File: src/sv/sbc_pkg.sv
package sbc_pkg;

  localparam int COMP_W = 20;
  localparam int VEC_W = 3 * COMP_W;
  localparam int RAD_W = COMP_W - 1;
  localparam int ROT_FRAC = COMP_W - 2;
  localparam int EXTRA = 6;

  localparam int DIFF_W = COMP_W + 1;
  localparam int PROD_W = COMP_W + DIFF_W;
  localparam int ACC_W = PROD_W + 2;
  localparam int LOC_W = ACC_W - (ROT_FRAC - 1);
  localparam int Q_W = COMP_W + 1;
  localparam int SQ_W = 2 * LOC_W - 1;
  localparam int D2_W = SQ_W + 2;
  localparam int PT_SHIFT = ROT_FRAC + 1;
  localparam int PT_RND_W = ACC_W - PT_SHIFT;
  localparam int MAG_W = ACC_W - 1;

  // A hit needs the distance below the radius, which bounds the squared distance.
  localparam int NEAR_W = 2 * (RAD_W + 1);
  localparam int SQ_ARG_W = NEAR_W + 2 * EXTRA;
  localparam int SQ_ROOT_W = SQ_ARG_W / 2;

  localparam int NUM_W = MAG_W + EXTRA + 1;
  localparam int DEN_W = SQ_ROOT_W;
  localparam int QUO_W = COMP_W - 1;
  localparam int DIV_STAGES = QUO_W + 1;

  localparam int FRONT_STAGES = 7;
  localparam int PIPE_REGS = FRONT_STAGES + SQ_ROOT_W + 1 + DIV_STAGES + 1;

endpackage

File: src/sv/sbc_sqrt.sv
module sbc_sqrt (
  input  logic                           clk,
  input  logic                           rst_n,
  input  logic                           in_valid,
  input  logic [sbc_pkg::SQ_ARG_W-1:0]   arg,
  output logic                           out_valid,
  output logic [sbc_pkg::SQ_ROOT_W-1:0]  root
);

  localparam int N = sbc_pkg::SQ_ROOT_W;
  localparam int RW = sbc_pkg::SQ_ARG_W + 2;

  logic [RW-1:0] rem_r [N];
  logic [RW-1:0] rem_nxt [N];
  logic [N-1:0]  root_r [N];
  logic [N-1:0]  root_nxt [N];
  logic [N-1:0]  vld_r;

  for (genvar s = 0; s < N; s++) begin : g_step
    localparam int K = N - 1 - s;
    logic [RW-1:0] rem_in;
    logic [RW-1:0] trial;
    logic [N-1:0]  root_in;
    logic          take;
    if (s == 0) begin : g_first
      assign rem_in = RW'(arg);
      assign root_in = '0;
    end else begin : g_next
      assign rem_in = rem_r[s-1];
      assign root_in = root_r[s-1];
    end
    assign trial = (RW'(root_in) << (K + 1)) | (RW'(1) << (2 * K));
    assign take = rem_in >= trial;
    assign rem_nxt[s] = take ? rem_in - trial : rem_in;
    assign root_nxt[s] = take ? (root_in | (N'(1) << K)) : root_in;
  end

  always_ff @(posedge clk) begin
    if (!rst_n) begin
      vld_r <= '0;
    end else begin
      vld_r <= {vld_r[N-2:0], in_valid};
    end
  end

  always_ff @(posedge clk) begin
    for (int s = 0; s < N; s++) begin
      rem_r[s] <= rem_nxt[s];
      root_r[s] <= root_nxt[s];
    end
  end

  assign out_valid = vld_r[N-1];
  assign root = root_r[N-1];

endmodule

File: config.mk
export PLATFORM = sky130hd
export DESIGN_NAME = sbc_sqrt
export DESIGN_NICKNAME = d
export VERILOG_FILES = /design/src/sv/sbc_pkg.sv /design/src/sv/sbc_sqrt.sv
export SDC_FILE = /design/constraint.sdc
export NUM_CORES = 2
export LEC_CHECK = 0
export BUFFER_PORTS_ARGS = -buffer_cell sky130_fd_sc_hd__buf_2
export CORE_ASPECT_RATIO = 0.5
export CORE_MARGIN = 2
export CORE_UTILIZATION = 48
export DETAILED_ROUTE_END_ITERATION = 7
export PLACE_DENSITY_LB_ADDON = 0.2
export SYNTH_ARGS = -nofsm -noshare
export SYNTH_HDL_FRONTEND = slang
export SYNTH_SLANG_ARGS = --single-unit
File: constraint.sdc
create_clock -name clk -period 3.4 [get_ports clk]
set_clock_uncertainty 0.05 [all_clocks]
set_input_delay 0.68 -clock clk [delete_from_list [all_inputs] [get_ports clk]]
set_output_delay 0.68 -clock clk [all_outputs]
set_load 0.03 [all_outputs]
# --- Word-level counts from Yosys, hierarchy flattened ---
# Memory sizes are Yosys's and may differ from the RTL's.
# Cells that the tools add are included.
totals:
  reg_bits: 26
  mem_bits_rw: 2080
  inputBits: 55
  out_inout_bits: 27
  wordCells: 107
  memories: 2
memory_table:
  columns: ["name", "words", "width", "rd", "rd_clocked_by_memory_dff", "wr", "line", "text"]
  rows:
  - ["rem_r", 26, 54, 25, 0, 26, "sbc_sqrt.sv:13", "logic [RW-1:0] rem_r [N];"]
  - ["root_r", 26, 26, 26, 0, 26, "sbc_sqrt.sv:15", "logic [N-1:0] root_r [N];"]
classes:
  n_addsub: 26
  magnitude_cmp: 26
  n_mux: 52
op_table:
  columns: ["operator", "count"]
  rows:
  - ["$mux W54", 26]
  - ["$ge A54 B27 Y1", 1]
  - ["$ge A54 B28 Y1", 1]
  - ["$ge A54 B29 Y1", 1]
  - ["$ge A54 B30 Y1", 1]
  - ["$ge A54 B31 Y1", 1]
  - ["$ge A54 B32 Y1", 1]
  - ["$ge A54 B33 Y1", 1]
  - ["$ge A54 B34 Y1", 1]
  - ["$ge A54 B35 Y1", 1]
  - ["$ge A54 B36 Y1", 1]
  - ["$ge A54 B37 Y1", 1]
  - ["$ge A54 B38 Y1", 1]
  - ["$ge A54 B39 Y1", 1]
  - ["$ge A54 B40 Y1", 1]
  - ["$ge A54 B41 Y1", 1]
  - ["$ge A54 B42 Y1", 1]
  - ["$ge A54 B43 Y1", 1]
  - ["$ge A54 B44 Y1", 1]
  - ["$ge A54 B45 Y1", 1]
  - ["$ge A54 B46 Y1", 1]
  - ["$ge A54 B47 Y1", 1]
  - ["$ge A54 B48 Y1", 1]
  - ["$ge A54 B49 Y1", 1]
  - ["other kinds (55)", 55]

# --- Longest topological paths before layout ---
# An unclocked memory read counts as a cell.
logic_depth:
  word_depth: 3
  ltp_mapped: 15
  mapped_depth_nobuf: 13

# --- Least setup slack after synthesis ---
# No wires, ideal clock.
synth_path:
  path_type: "register -> register"
  start: "memory root_r[0][376] (netlist bit)"
  end: "memory rem_r[1][428] (netlist bit)"
  setup_ns: 0.118
  arrival_ns: 3.113
  required_ns: 3.232
  slack_ns: 0.119
  path_stages_with_launch: 12
  path_buffers: 1
  period_less_slack_ns: 3.281
  path_cell_list: "dfxtp_1 inv_1 ha_1 or4b_2 or3_1 o31ai_1 nor4_2 or4b_1 clkbuf_1 nor3_1 nand2_1 xnor2_1"
synth_lines:
  columns: ["item", "line"]
  rows:
  - ["from (decl)", "sbc_sqrt.sv:15"]
  - ["to (decl)", "sbc_sqrt.sv:13"]

==> out/results.ini <==
[clock_tree]
cts_tree=done
numCtsBuffers=147
cts-root-buf=clkbuf_16
path_clk_slew_ns=0.06
cts_buffer_depth=3
cts_sinks=1726
worstSkewPairLatency_ns=0.81
htree_levels=4

[power]
p_switching_mw=17.0
total_power_mw=56.9
ir_worst_vdd_v=0.000550
internal_power_mw=39.9
clockPowerShare_pct=31.6
swShare_pct=29.9
seqPwrFrac_pct=48.7
p_per_area_nw_per_um2=765
p_leak_nw=34.0
pwr-share-comb_pct=19.8

[drt]
vias_per_cell=5.20
vias=45100
dr.pass1.iters=8
drc=0
drtIter0Drc=2913
antenna_left=0
wl_per_cell_um=16.2
wl_mm=140

[run_status]
outcome=completed

[die]
dieArea_um2=137000
dieHeight_um=263
floorplan.initialDensity_pct=48.6
die_width_um=522
rows=94
boundaryPins=82
core_um2=132000

[worst_setup_path]
end_kind=register
crit_type=reg -> reg
cpPeakStageDelay_ns=0.47
path_cells=ha_1 -> and3_1 -> nand2_1 -> a21oi_1 -> o21ai_1 -> a41oi_2 -> buf_4 -> a311oi_1 -> o21ai_2 -> nor4_2 -> xor2_1
path_max_fanout=7
startpoint_type=register
worst_path_max_delay_cell=dfxtp_1
worstSetupStartpoint=rem_r[2][283]
worstPathArrival_ns=3.94
r2r-start=rem_r[2][283]
crit_required_ns=4.02

[grt]
antenna_found_initial=0
grt_start_max_net_pins=50
track_usage_pct=19.9
grt_pass1_wl_mm=224
grt_pass1_vias=45600
overflow=0

[min_path]
hold_start=rst_n
min-delay-path-class=in -> reg

[logic_synthesis]
ys_seq_area_share_pct=53.7
syn-cell-area_um2=64300
async_reset_ff_share_pct=0
synth_seq_cells=1726
syn_avg_cell_area_um2=10.1
synth-edff-count=0
syn_inst=6398
yosysUniqueCellTypes=89
syn_nets=6826
synth_warnings=0
synthFlopType=dfxtp_1

[layout]
drive_gt1_share_pct=9.93
n_antenna_cell=0
fin_nets=7205
final_cells=8672
design_area_um2=74300
syn_to_final_growth_pct=15.6

[place]
io_buffers=81
gp_congestion=0.976
place_inst=8345
detailed_place.area_um2=68100
dpl.hpwl_mm=107

[sta]
hold_viol_final=0
finalCriticalPeriod_ns=3.32
worstMarginPinSlew_ns=0.949
timing.slew.headroom_pct=36.2
min_period_over_period_pct=97.7
setup_viol=0
max_freq_ghz=0.301
drv_slew=0

[run]
timing.max_cap.violations=0

## metrics by stage
step	TNS [ns]	util [%]	hold WS [ns]	setup slack, ns
2_1_floorplan	0	-	0.272	0.119
3_3_place_gp	-0.120	51.5	0.284	-0.0641
3_5_place_dp	-0.339	51.5	0.280	-0.115
4_1_cts	-0.0476	56.0	0.197	-0.0241
5_1_grt	-0.105	56.2	0.245	-0.0311
6_report	0	56.2	0.253	0.0786
## synth_stat cells (31+ instances only)
master / n / area [um2]
a21o_1: 142 / 1070
o21ai_0: 311 / 1560
nand2b_1: 76 / 475
a31oi_1: 35 / 219
a21oi_1: 325 / 1630
and2_1: 50 / 313
o21a_1: 73 / 548
nor4_1: 221 / 1380
xor2_1: 300 / 2630
nor2_1: 391 / 1470
and3_1: 31 / 194
nor3_1: 191 / 956
xnor2_1: 295 / 2580
or4_1: 48 / 360
ha_1: 373 / 4670
o21bai_1: 32 / 240
or3_1: 79 / 494
o31ai_1: 42 / 315
nand4_1: 98 / 613
nand3_1: 88 / 440
mux2_2: 36 / 405
clkbuf_1: 99 / 372
dfxtp_1: 1726 / 34600
inv_1: 461 / 1730
nor2b_1: 42 / 263
nand2_1: 454 / 1700
## what timing repair did
action | in CTS | in global routing
setup buffers | 0 | 3
hold buffers | 54 | 0
pin swaps | 2 | 11
endpoints found under the hold margin | 54 | 0
gates resized for setup | 4 | 68
endpoints found under the setup margin | 6 | 150
gates cloned | 0 | 2
## path summary, 6_finish.rpt
path	endpoint	slack, ns	cells after the start
max reg2reg	rem_r[2][376]	0.08	11
min	vld_r[9]	0.25	2
max	rem_r[2][376]	0.08	11
min reg2reg	rem_r[1][165]	0.26	0
## area by class of cell
type	count	area [um2]
clock buffer	201	4170
tap	1776	2220
multi-input combinational	4092	27900
inverter	467	1760
clock inverter	67	1170
fill	11200	57900
sequential	1726	34600
timing repair buffer	343	2520
## worst max-delay path, delay by kind of cell (launching register included)
family	cells	cell delay, ns
compound gates	5	1.24
xor+xnor	1	0.22
fa+ha+maj	1	0.35
buf+inv	1	0.20
flops	1	0.47
simple gates	3	0.66
## cell usage in the layout (no fill, tap or decap), drive strengths merged, types with 76 or more instances in the layout
| master | instances |
|---|---|
| o21ai | 314 |
| nor2 | 391 |
| nor4 | 223 |
| xnor2 | 295 |
| a21oi | 325 |
| nand4 | 98 |
| dfxtp | 1726 |
| or3 | 80 |
| inv | 465 |
| ha | 373 |
| nand2b | 76 |
| a21o | 142 |
| xor2 | 300 |
| nand2 | 454 |
| buf | 289 |
| nor3 | 191 |
| clkbuf | 201 |
| nand3 | 88 |
## sequential cells by signal, indices dropped and copies added (netlist names)
signal	count
root_r	351
vld_r	26
rem_r	1349
## cell families after synthesis
group           Yosys count  share of synthesized area, %
fa+ha+maj               373                          7.26
xor+xnor                595                          8.10
mux                      48                         0.819
other cells               1                       0.00583
flops                  1726                          53.7
compound gates         1156                          11.2
simple gates           1918                          15.4
buf+inv                 581                          3.42
## routing by layer
layer | part of all wire, % | up-vias | track usage (%)
li1 | - | 23000 | -
met4 | 5.5 | 0 | 11.9
met1 | 41 | 20700 | 21.1
met3 | 3.2 | 385 | 2.90
met2 | 51 | 1032 | 37.2
met5 | 0 | - | 0
## power groups by stage
stage	combinational, mW	sequential [mW]	clock, mW
6_report	11.2	27.7	18.0
5_1_grt	12.5	28.1	19.2
4_1_cts	11.1	27.6	18.4
3_5_place_dp	11.0	28.1	0
3_3_place_gp	10.7	28.0	0
2_1_floorplan	8.28	27.0	0
No activity file was read; power rests on OpenSTA's default activity.
