$ cat src/sv/sbc_pkg.sv
package sbc_pkg;

  localparam int COMP_W = 20;
  localparam int VEC_W = 3 * COMP_W;
  localparam int RAD_W = COMP_W - 1;
  localparam int ROT_FRAC = COMP_W - 2;
  localparam int EXTRA = 6;

  localparam int DIFF_W = COMP_W + 1;
  localparam int PROD_W = COMP_W + DIFF_W;
  localparam int ACC_W = PROD_W + 2;
  localparam int LOC_W = ACC_W - (ROT_FRAC - 1);
  localparam int Q_W = COMP_W + 1;
  localparam int SQ_W = 2 * LOC_W - 1;
  localparam int D2_W = SQ_W + 2;
  localparam int PT_SHIFT = ROT_FRAC + 1;
  localparam int PT_RND_W = ACC_W - PT_SHIFT;
  localparam int MAG_W = ACC_W - 1;

  // A hit needs the distance below the radius, which bounds the squared distance.
  localparam int NEAR_W = 2 * (RAD_W + 1);
  localparam int SQ_ARG_W = NEAR_W + 2 * EXTRA;
  localparam int SQ_ROOT_W = SQ_ARG_W / 2;

  localparam int NUM_W = MAG_W + EXTRA + 1;
  localparam int DEN_W = SQ_ROOT_W;
  localparam int QUO_W = COMP_W - 1;
  localparam int DIV_STAGES = QUO_W + 1;

  localparam int FRONT_STAGES = 7;
  localparam int PIPE_REGS = FRONT_STAGES + SQ_ROOT_W + 1 + DIV_STAGES + 1;

endpackage

$ cat src/sv/sbc_div.sv
module sbc_div (
  input  logic                       clk,
  input  logic                       rst_n,
  input  logic                       in_valid,
  input  logic [sbc_pkg::NUM_W-1:0]  num,
  input  logic [sbc_pkg::DEN_W-1:0]  den,
  output logic                       out_valid,
  output logic                       ovf,
  output logic [sbc_pkg::QUO_W-1:0]  quo
);

  localparam int NW = sbc_pkg::NUM_W;
  localparam int DW = sbc_pkg::DEN_W;
  localparam int QW = sbc_pkg::QUO_W;
  localparam int NS = sbc_pkg::DIV_STAGES;

  logic [NW-1:0] rem_r [NS];
  logic [NW-1:0] rem_nxt [NS];
  logic [QW-1:0] quo_r [NS];
  logic [QW-1:0] quo_nxt [NS];
  logic [DW-1:0] den_r [NS];
  logic [DW-1:0] den_nxt [NS];
  logic          ovf_r [NS];
  logic          ovf_nxt [NS];
  logic [NS-1:0] vld_r;

  for (genvar s = 0; s < NS; s++) begin : g_step
    if (s == 0) begin : g_check
      assign rem_nxt[s] = num;
      assign quo_nxt[s] = '0;
      assign den_nxt[s] = den;
      assign ovf_nxt[s] = num >= (NW'(den) << QW);
    end else begin : g_bit
      localparam int K = QW - s;
      logic [NW-1:0] sub;
      logic          take;
      assign sub = NW'(den_r[s-1]) << K;
      assign take = rem_r[s-1] >= sub;
      assign rem_nxt[s] = take ? rem_r[s-1] - sub : rem_r[s-1];
      assign quo_nxt[s] = take ? (quo_r[s-1] | (QW'(1) << K)) : quo_r[s-1];
      assign den_nxt[s] = den_r[s-1];
      assign ovf_nxt[s] = ovf_r[s-1];
    end
  end

  always_ff @(posedge clk) begin
    if (!rst_n) begin
      vld_r <= '0;
    end else begin
      vld_r <= {vld_r[NS-2:0], in_valid};
    end
  end

  always_ff @(posedge clk) begin
    for (int s = 0; s < NS; s++) begin
      rem_r[s] <= rem_nxt[s];
      quo_r[s] <= quo_nxt[s];
      den_r[s] <= den_nxt[s];
      ovf_r[s] <= ovf_nxt[s];
    end
  end

  assign out_valid = vld_r[NS-1];
  assign ovf = ovf_r[NS-1];
  assign quo = quo_r[NS-1];

endmodule

$ cat config.mk
export PLATFORM = sky130hd
export DESIGN_NAME = sbc_div
export DESIGN_NICKNAME = d
export VERILOG_FILES = /design/src/sv/sbc_pkg.sv /design/src/sv/sbc_div.sv
export SDC_FILE = /design/constraint.sdc
export NUM_CORES = 2
export LEC_CHECK = 0
export BUFFER_PORTS_ARGS = -buffer_cell sky130_fd_sc_hd__buf_2
export CORE_ASPECT_RATIO = 0.8
export CORE_MARGIN = 2
export CORE_UTILIZATION = 40
export DETAILED_ROUTE_END_ITERATION = 8
export GPL_TIMING_DRIVEN = 0
export PLACE_DENSITY = 0.53
export SYNTH_ARGS = -nofsm -noshare
export SYNTH_HDL_FRONTEND = slang
export SYNTH_SLANG_ARGS = --single-unit
$ cat constraint.sdc
create_clock -name clk -period 4.5 [get_ports clk]
set_input_delay 0.225 -clock clk [delete_from_list [all_inputs] [get_ports clk]]
set_output_delay 0.225 -clock clk [all_outputs]
set_load 0.1 [all_outputs]
Word level (Yosys, flattened, before mapping)
Memory sizes are Yosys's and may differ from the RTL's. Cells that the tools add are included.

Add/sub/neg operators: 19. Order comparisons: 20. Mux-type cells: 38.

Operator list (count): 49-bit 2-to-1 mux (19); 49-bit by 26-bit >= comparator with 1-bit output (1); 49-bit by 27-bit >= comparator with 1-bit output (1); 49-bit by 28-bit >= comparator with 1-bit output (1); 49-bit by 29-bit >= comparator with 1-bit output (1); 49-bit by 30-bit >= comparator with 1-bit output (1); 49-bit by 31-bit >= comparator with 1-bit output (1); 49-bit by 32-bit >= comparator with 1-bit output (1); 49-bit by 33-bit >= comparator with 1-bit output (1); 49-bit by 34-bit >= comparator with 1-bit output (1); 49-bit by 35-bit >= comparator with 1-bit output (1); 49-bit by 36-bit >= comparator with 1-bit output (1); 49-bit by 37-bit >= comparator with 1-bit output (1); 49-bit by 38-bit >= comparator with 1-bit output (1); 49-bit by 39-bit >= comparator with 1-bit output (1); 49-bit by 40-bit >= comparator with 1-bit output (1); 49-bit by 41-bit >= comparator with 1-bit output (1); 49-bit by 42-bit >= comparator with 1-bit output (1); 49-bit by 43-bit >= comparator with 1-bit output (1); 49-bit by 44-bit >= comparator with 1-bit output (1); 49-bit by 45-bit >= comparator with 1-bit output (1); 49-bit by 26-bit subtractor with 49-bit output (1); 49-bit by 27-bit subtractor with 49-bit output (1); 49-bit by 28-bit subtractor with 49-bit output (1); other kinds (35) (35).

Bits in registers: 20. Bits in writable memories: 1900. Bits of input ports: 78. Logic and storage cells: 82. Memories kept: 4.

Memory list: rem_r (words 20, width 49, rd ports 19, clocked after memory_dff 0, wr ports 20, line sbc_div.sv:17) `logic [NW-1:0] rem_r [NS];`; den_r (words 20, width 26, rd ports 19, clocked after memory_dff 0, wr ports 20, line sbc_div.sv:21) `logic [DW-1:0] den_r [NS];`; quo_r (words 20, width 19, rd ports 20, clocked after memory_dff 0, wr ports 20, line sbc_div.sv:19) `logic [QW-1:0] quo_r [NS];`; ovf_r (words 20, width 1, rd ports 20, clocked after memory_dff 0, wr ports 20, line sbc_div.sv:23) `logic ovf_r [NS];`.

Logic depth before layout (Yosys ltp)
An unclocked memory read counts as a cell.

Word-level depth: 3. Depth in mapped cells: 15.

Least setup slack after synthesis
Ideal clock, no wire load.

Path type: register to register. Start point: memory rem_r[7][11] (netlist bit). End point: memory rem_r[8][46] (netlist bit). Arrival time: 3.241 ns. Data required time: 4.366 ns. Path slack: 1.126 ns. Stages on the path, launching flop included: 15. Buffers on the path: 1. Cells stage by stage: dfxtp_1 > inv_1 > ha_1 > fa_1 > nand2b_1 > a21oi_1 > or3_1 > a21oi_1 > a31oi_1 > a41oi_1 > o21ai_0 > a41oi_2 > clkbuf_1 > nor4_1 > xor2_1.

RTL lines (line): start, declared (sbc_div.sv:17).

==> reports/metrics.yaml <==
synth_cell_types: 95
internal_power_uw: 37300
place.gp.congestion: 1.00
maxCapViolCount: 1
leakage_uw: 0.0358
final_area_um2: 81400
areaGrowthSynthToFinish_pct: 15.3
cp_max_fo: 10
syn_area_um2: 70600
wl_um: 211000
critPathLaunchType: "flop"
vias_per_cell: 5.35
setup_viol_count_final: 10
synthArstFlopShare: 0
finalCriticalPeriod_ns: 4.60
num_rows: 137
die_height_um: 380
period_share: 1.02
synth_edf_count: 0
holdCritPathClass: "in2reg"
drtIter0Drc: 5829
drc: 0
dieArea_um2: 180000
vias: 55326
max_freq_mhz: 217
clkSlewWorstSetupHoldPaths_ns: 0.06
grt_util_all_layers: 0.229
numCtsBuffers: 173
clock_latency_ns: 0.81
maxSlewHeadroom: -0.00462
combPwrFrac: 0.407
grt.overflow.total: 0
io_pins: 99
holdWs_ns: 0.0695
wire_per_inst_um: 20.4
violations: "capacitance limit, slew limit, setup timing"
place_area_um2: 74100
mostFrequentLayoutCells: "1655 x dfxtp_1, 658 x inv_1, 588 x nand2_1, 543 x a21oi_1, 520 x ha_1"
slew_violations: 1
pwr-share-seq: 0.348
clock_path_buffers: 3
cp.arrival_ns: 5.23
die_w_um: 474
status: "complete, but fails checks"
cts_tree: "yes"
core_um2: 175000
synth_seq_area_share: 0.469
critPathCaptureType: "flop"
grt_antenna_before_repair: 10
power.share.clock: 0.245
final_common_cell: "dfxtp_1"
first_pass_iters: 5
syn-instance-count: 7550
port_buffers: 97
start_util: 0.404
htree_levels: 4
yosys_warnings: 0
grt_max_degree: 20
synth_seq_cells: 1655
required_ns: 5.13
worst_slack_ns: -0.0990
synth_nets: 8166
ys.flop_type: "dfxtp_1"
place_hpwl_um: 171000
drive_gt1_frac: 0.0785
ant_nets: 0
postSynthAreaPerCell_um2: 9.35
grt_pass1_vias: 50594
irDropWorstVdd_uv: 363
grt_pass1_wl_um: 317000
p_sw_uw: 23300
final.fill_count: 16630
critPathKind: "reg2reg"
hold_viol_final: 0
tightest_slew_ns: 1.50
final_nets: 8527
fin_skew_ns: 0.0439
power_density_nw_per_um2: 745
p_sw_frac: 0.384
cts-root-buf: "clkbuf_16"
cts_num_sinks: 1655
## sequential cells by signal (all words and copies together) (netlist names)
register,count
quo_r,190
ovf_r,20
rem_r,931
vld_r,20
den_r,494
## Yosys cell counts, types with 15 or more instances
master / number / area share
a21oi_1: 546 / 0.039
o21bai_1: 59 / 0.0063
nor4b_1: 23 / 0.0029
nand4_1: 98 / 0.0087
nand3_1: 130 / 0.0092
a211o_1: 15 / 0.0019
nand2_1: 590 / 0.031
nor4_1: 112 / 0.0099
o2111ai_1: 18 / 0.0022
o31a_1: 16 / 0.0020
or4_1: 45 / 0.0048
a211oi_1: 48 / 0.0051
a21boi_0: 20 / 0.0021
nand3b_1: 23 / 0.0024
or3_1: 61 / 0.0054
clkbuf_1: 149 / 0.0079
and2_1: 52 / 0.0046
a31o_2: 18 / 0.0022
ha_1: 520 / 0.092
o21a_1: 77 / 0.0082
inv_1: 659 / 0.035
o31ai_1: 41 / 0.0044
a31oi_1: 55 / 0.0049
nor2_1: 459 / 0.024
xor2_1: 296 / 0.037
nand2b_1: 75 / 0.0066
fa_1: 18 / 0.0051
xnor2_1: 314 / 0.039
mux2_2: 63 / 0.010
and3_1: 48 / 0.0043
o21ai_0: 485 / 0.034
nor3_1: 148 / 0.010
o211ai_1: 28 / 0.0030
or2_2: 26 / 0.0023
nor2b_1: 73 / 0.0065
a2111oi_0: 15 / 0.0019
a21o_1: 253 / 0.027
nor3b_1: 17 / 0.0018
dfxtp_1: 1655 / 0.47
## cells by family after synthesis
family                   count (synthesis)  synth area share
AND/OR/NAND/NOR                       2030             0.142
AO/OA/AOI/OAI                         1813             0.160
flip-flops                            1655             0.469
buffers and inverters                  839            0.0452
XOR/XNOR                               610            0.0757
adder cells (fa/ha/maj)                538            0.0973
multiplexers                            65            0.0103
## metrics by stage
stage / worst slack [ns] / instances / total power (µW) / utilization / TNS [ns]
floorplan: 1.13 / 7550 / 38200 / - / 0
global placement: -1.36 / 9940 / 44500 / 0.423 / -190.70
detailed placement: -1.03 / 9948 / 44600 / 0.424 / -120.46
CTS: 0.0156 / 10340 / 60000 / 0.464 / 0
global route: -0.0125 / 10343 / 64500 / 0.466 / -0.0125
finish: -0.0990 / 10344 / 60600 / 0.466 / -0.378
## repair_timing
action,4_1_cts,5_1_grt
hold endpoints to repair,96,0
setup buffers,0,3
pin swaps,0,6
resized for setup,55,106
setup endpoints to repair,357,404
hold buffers,82,0
## power by group through the flow
| stage | registers (µW) | logic (µW) | clock network [µW] |
|---|---|---|---|
| 6_report | 21100 | 24700 | 14900 |
| 5_1_grt | 21500 | 27000 | 16000 |
| 4_1_cts | 21100 | 23600 | 15300 |
| 3_5_place_dp | 21300 | 23300 | 0 |
| 3_3_place_gp | 21300 | 23200 | 0 |
| 2_1_floorplan | 20400 | 17800 | 0 |
## final cells by class
cell class / instances / area [µm²] / area share
multi-input combinational: 5056 / 34700 / 0.426
buffer: 172 / 773 / 0.00950
timing repair buffer: 190 / 1390 / 0.0171
inverter: 663 / 2510 / 0.0308
clock buffer: 260 / 5130 / 0.0630
tap: 2293 / 2870 / 0.0352
antenna: 2 / 5.00 / 0.0000615
sequential: 1655 / 33100 / 0.407
clock inverter: 53 / 933 / 0.0115
## final timing paths
path	slack, ns	start	depth (start not counted)	end
worst max-delay path	-0.1	rem_r[3][41]	8	rem_r[4][35]
worst min-delay path	0.07	num[48]	2	rem_r[0][48]
worst max register to register	-0.1	rem_r[3][41]	8	rem_r[4][35]
worst min register to register	0.32	quo_r[3][34]	0	quo_r[3][53]
## critical path: stages (launching register included)
cell and delay (ns):
dfxtp_1 0.39, or3_1 0.36, or3_1 0.37, or3_1 0.39, a2111oi_0 0.94, o211ai_1 0.26
a41oi_2 0.58, clkbuf_1 0.85, o21ai_0 0.28
## metal layers
metal	track usage	wire [µm]	up-vias
met5	0.0165	452	-
met2	0.231	61800	2133
met4	0.0346	2290	10
met1	0.387	115000	26055
li1	-	-	26932
met3	0.124	31100	196
Note: power is estimated with default switching activity, not from simulation.
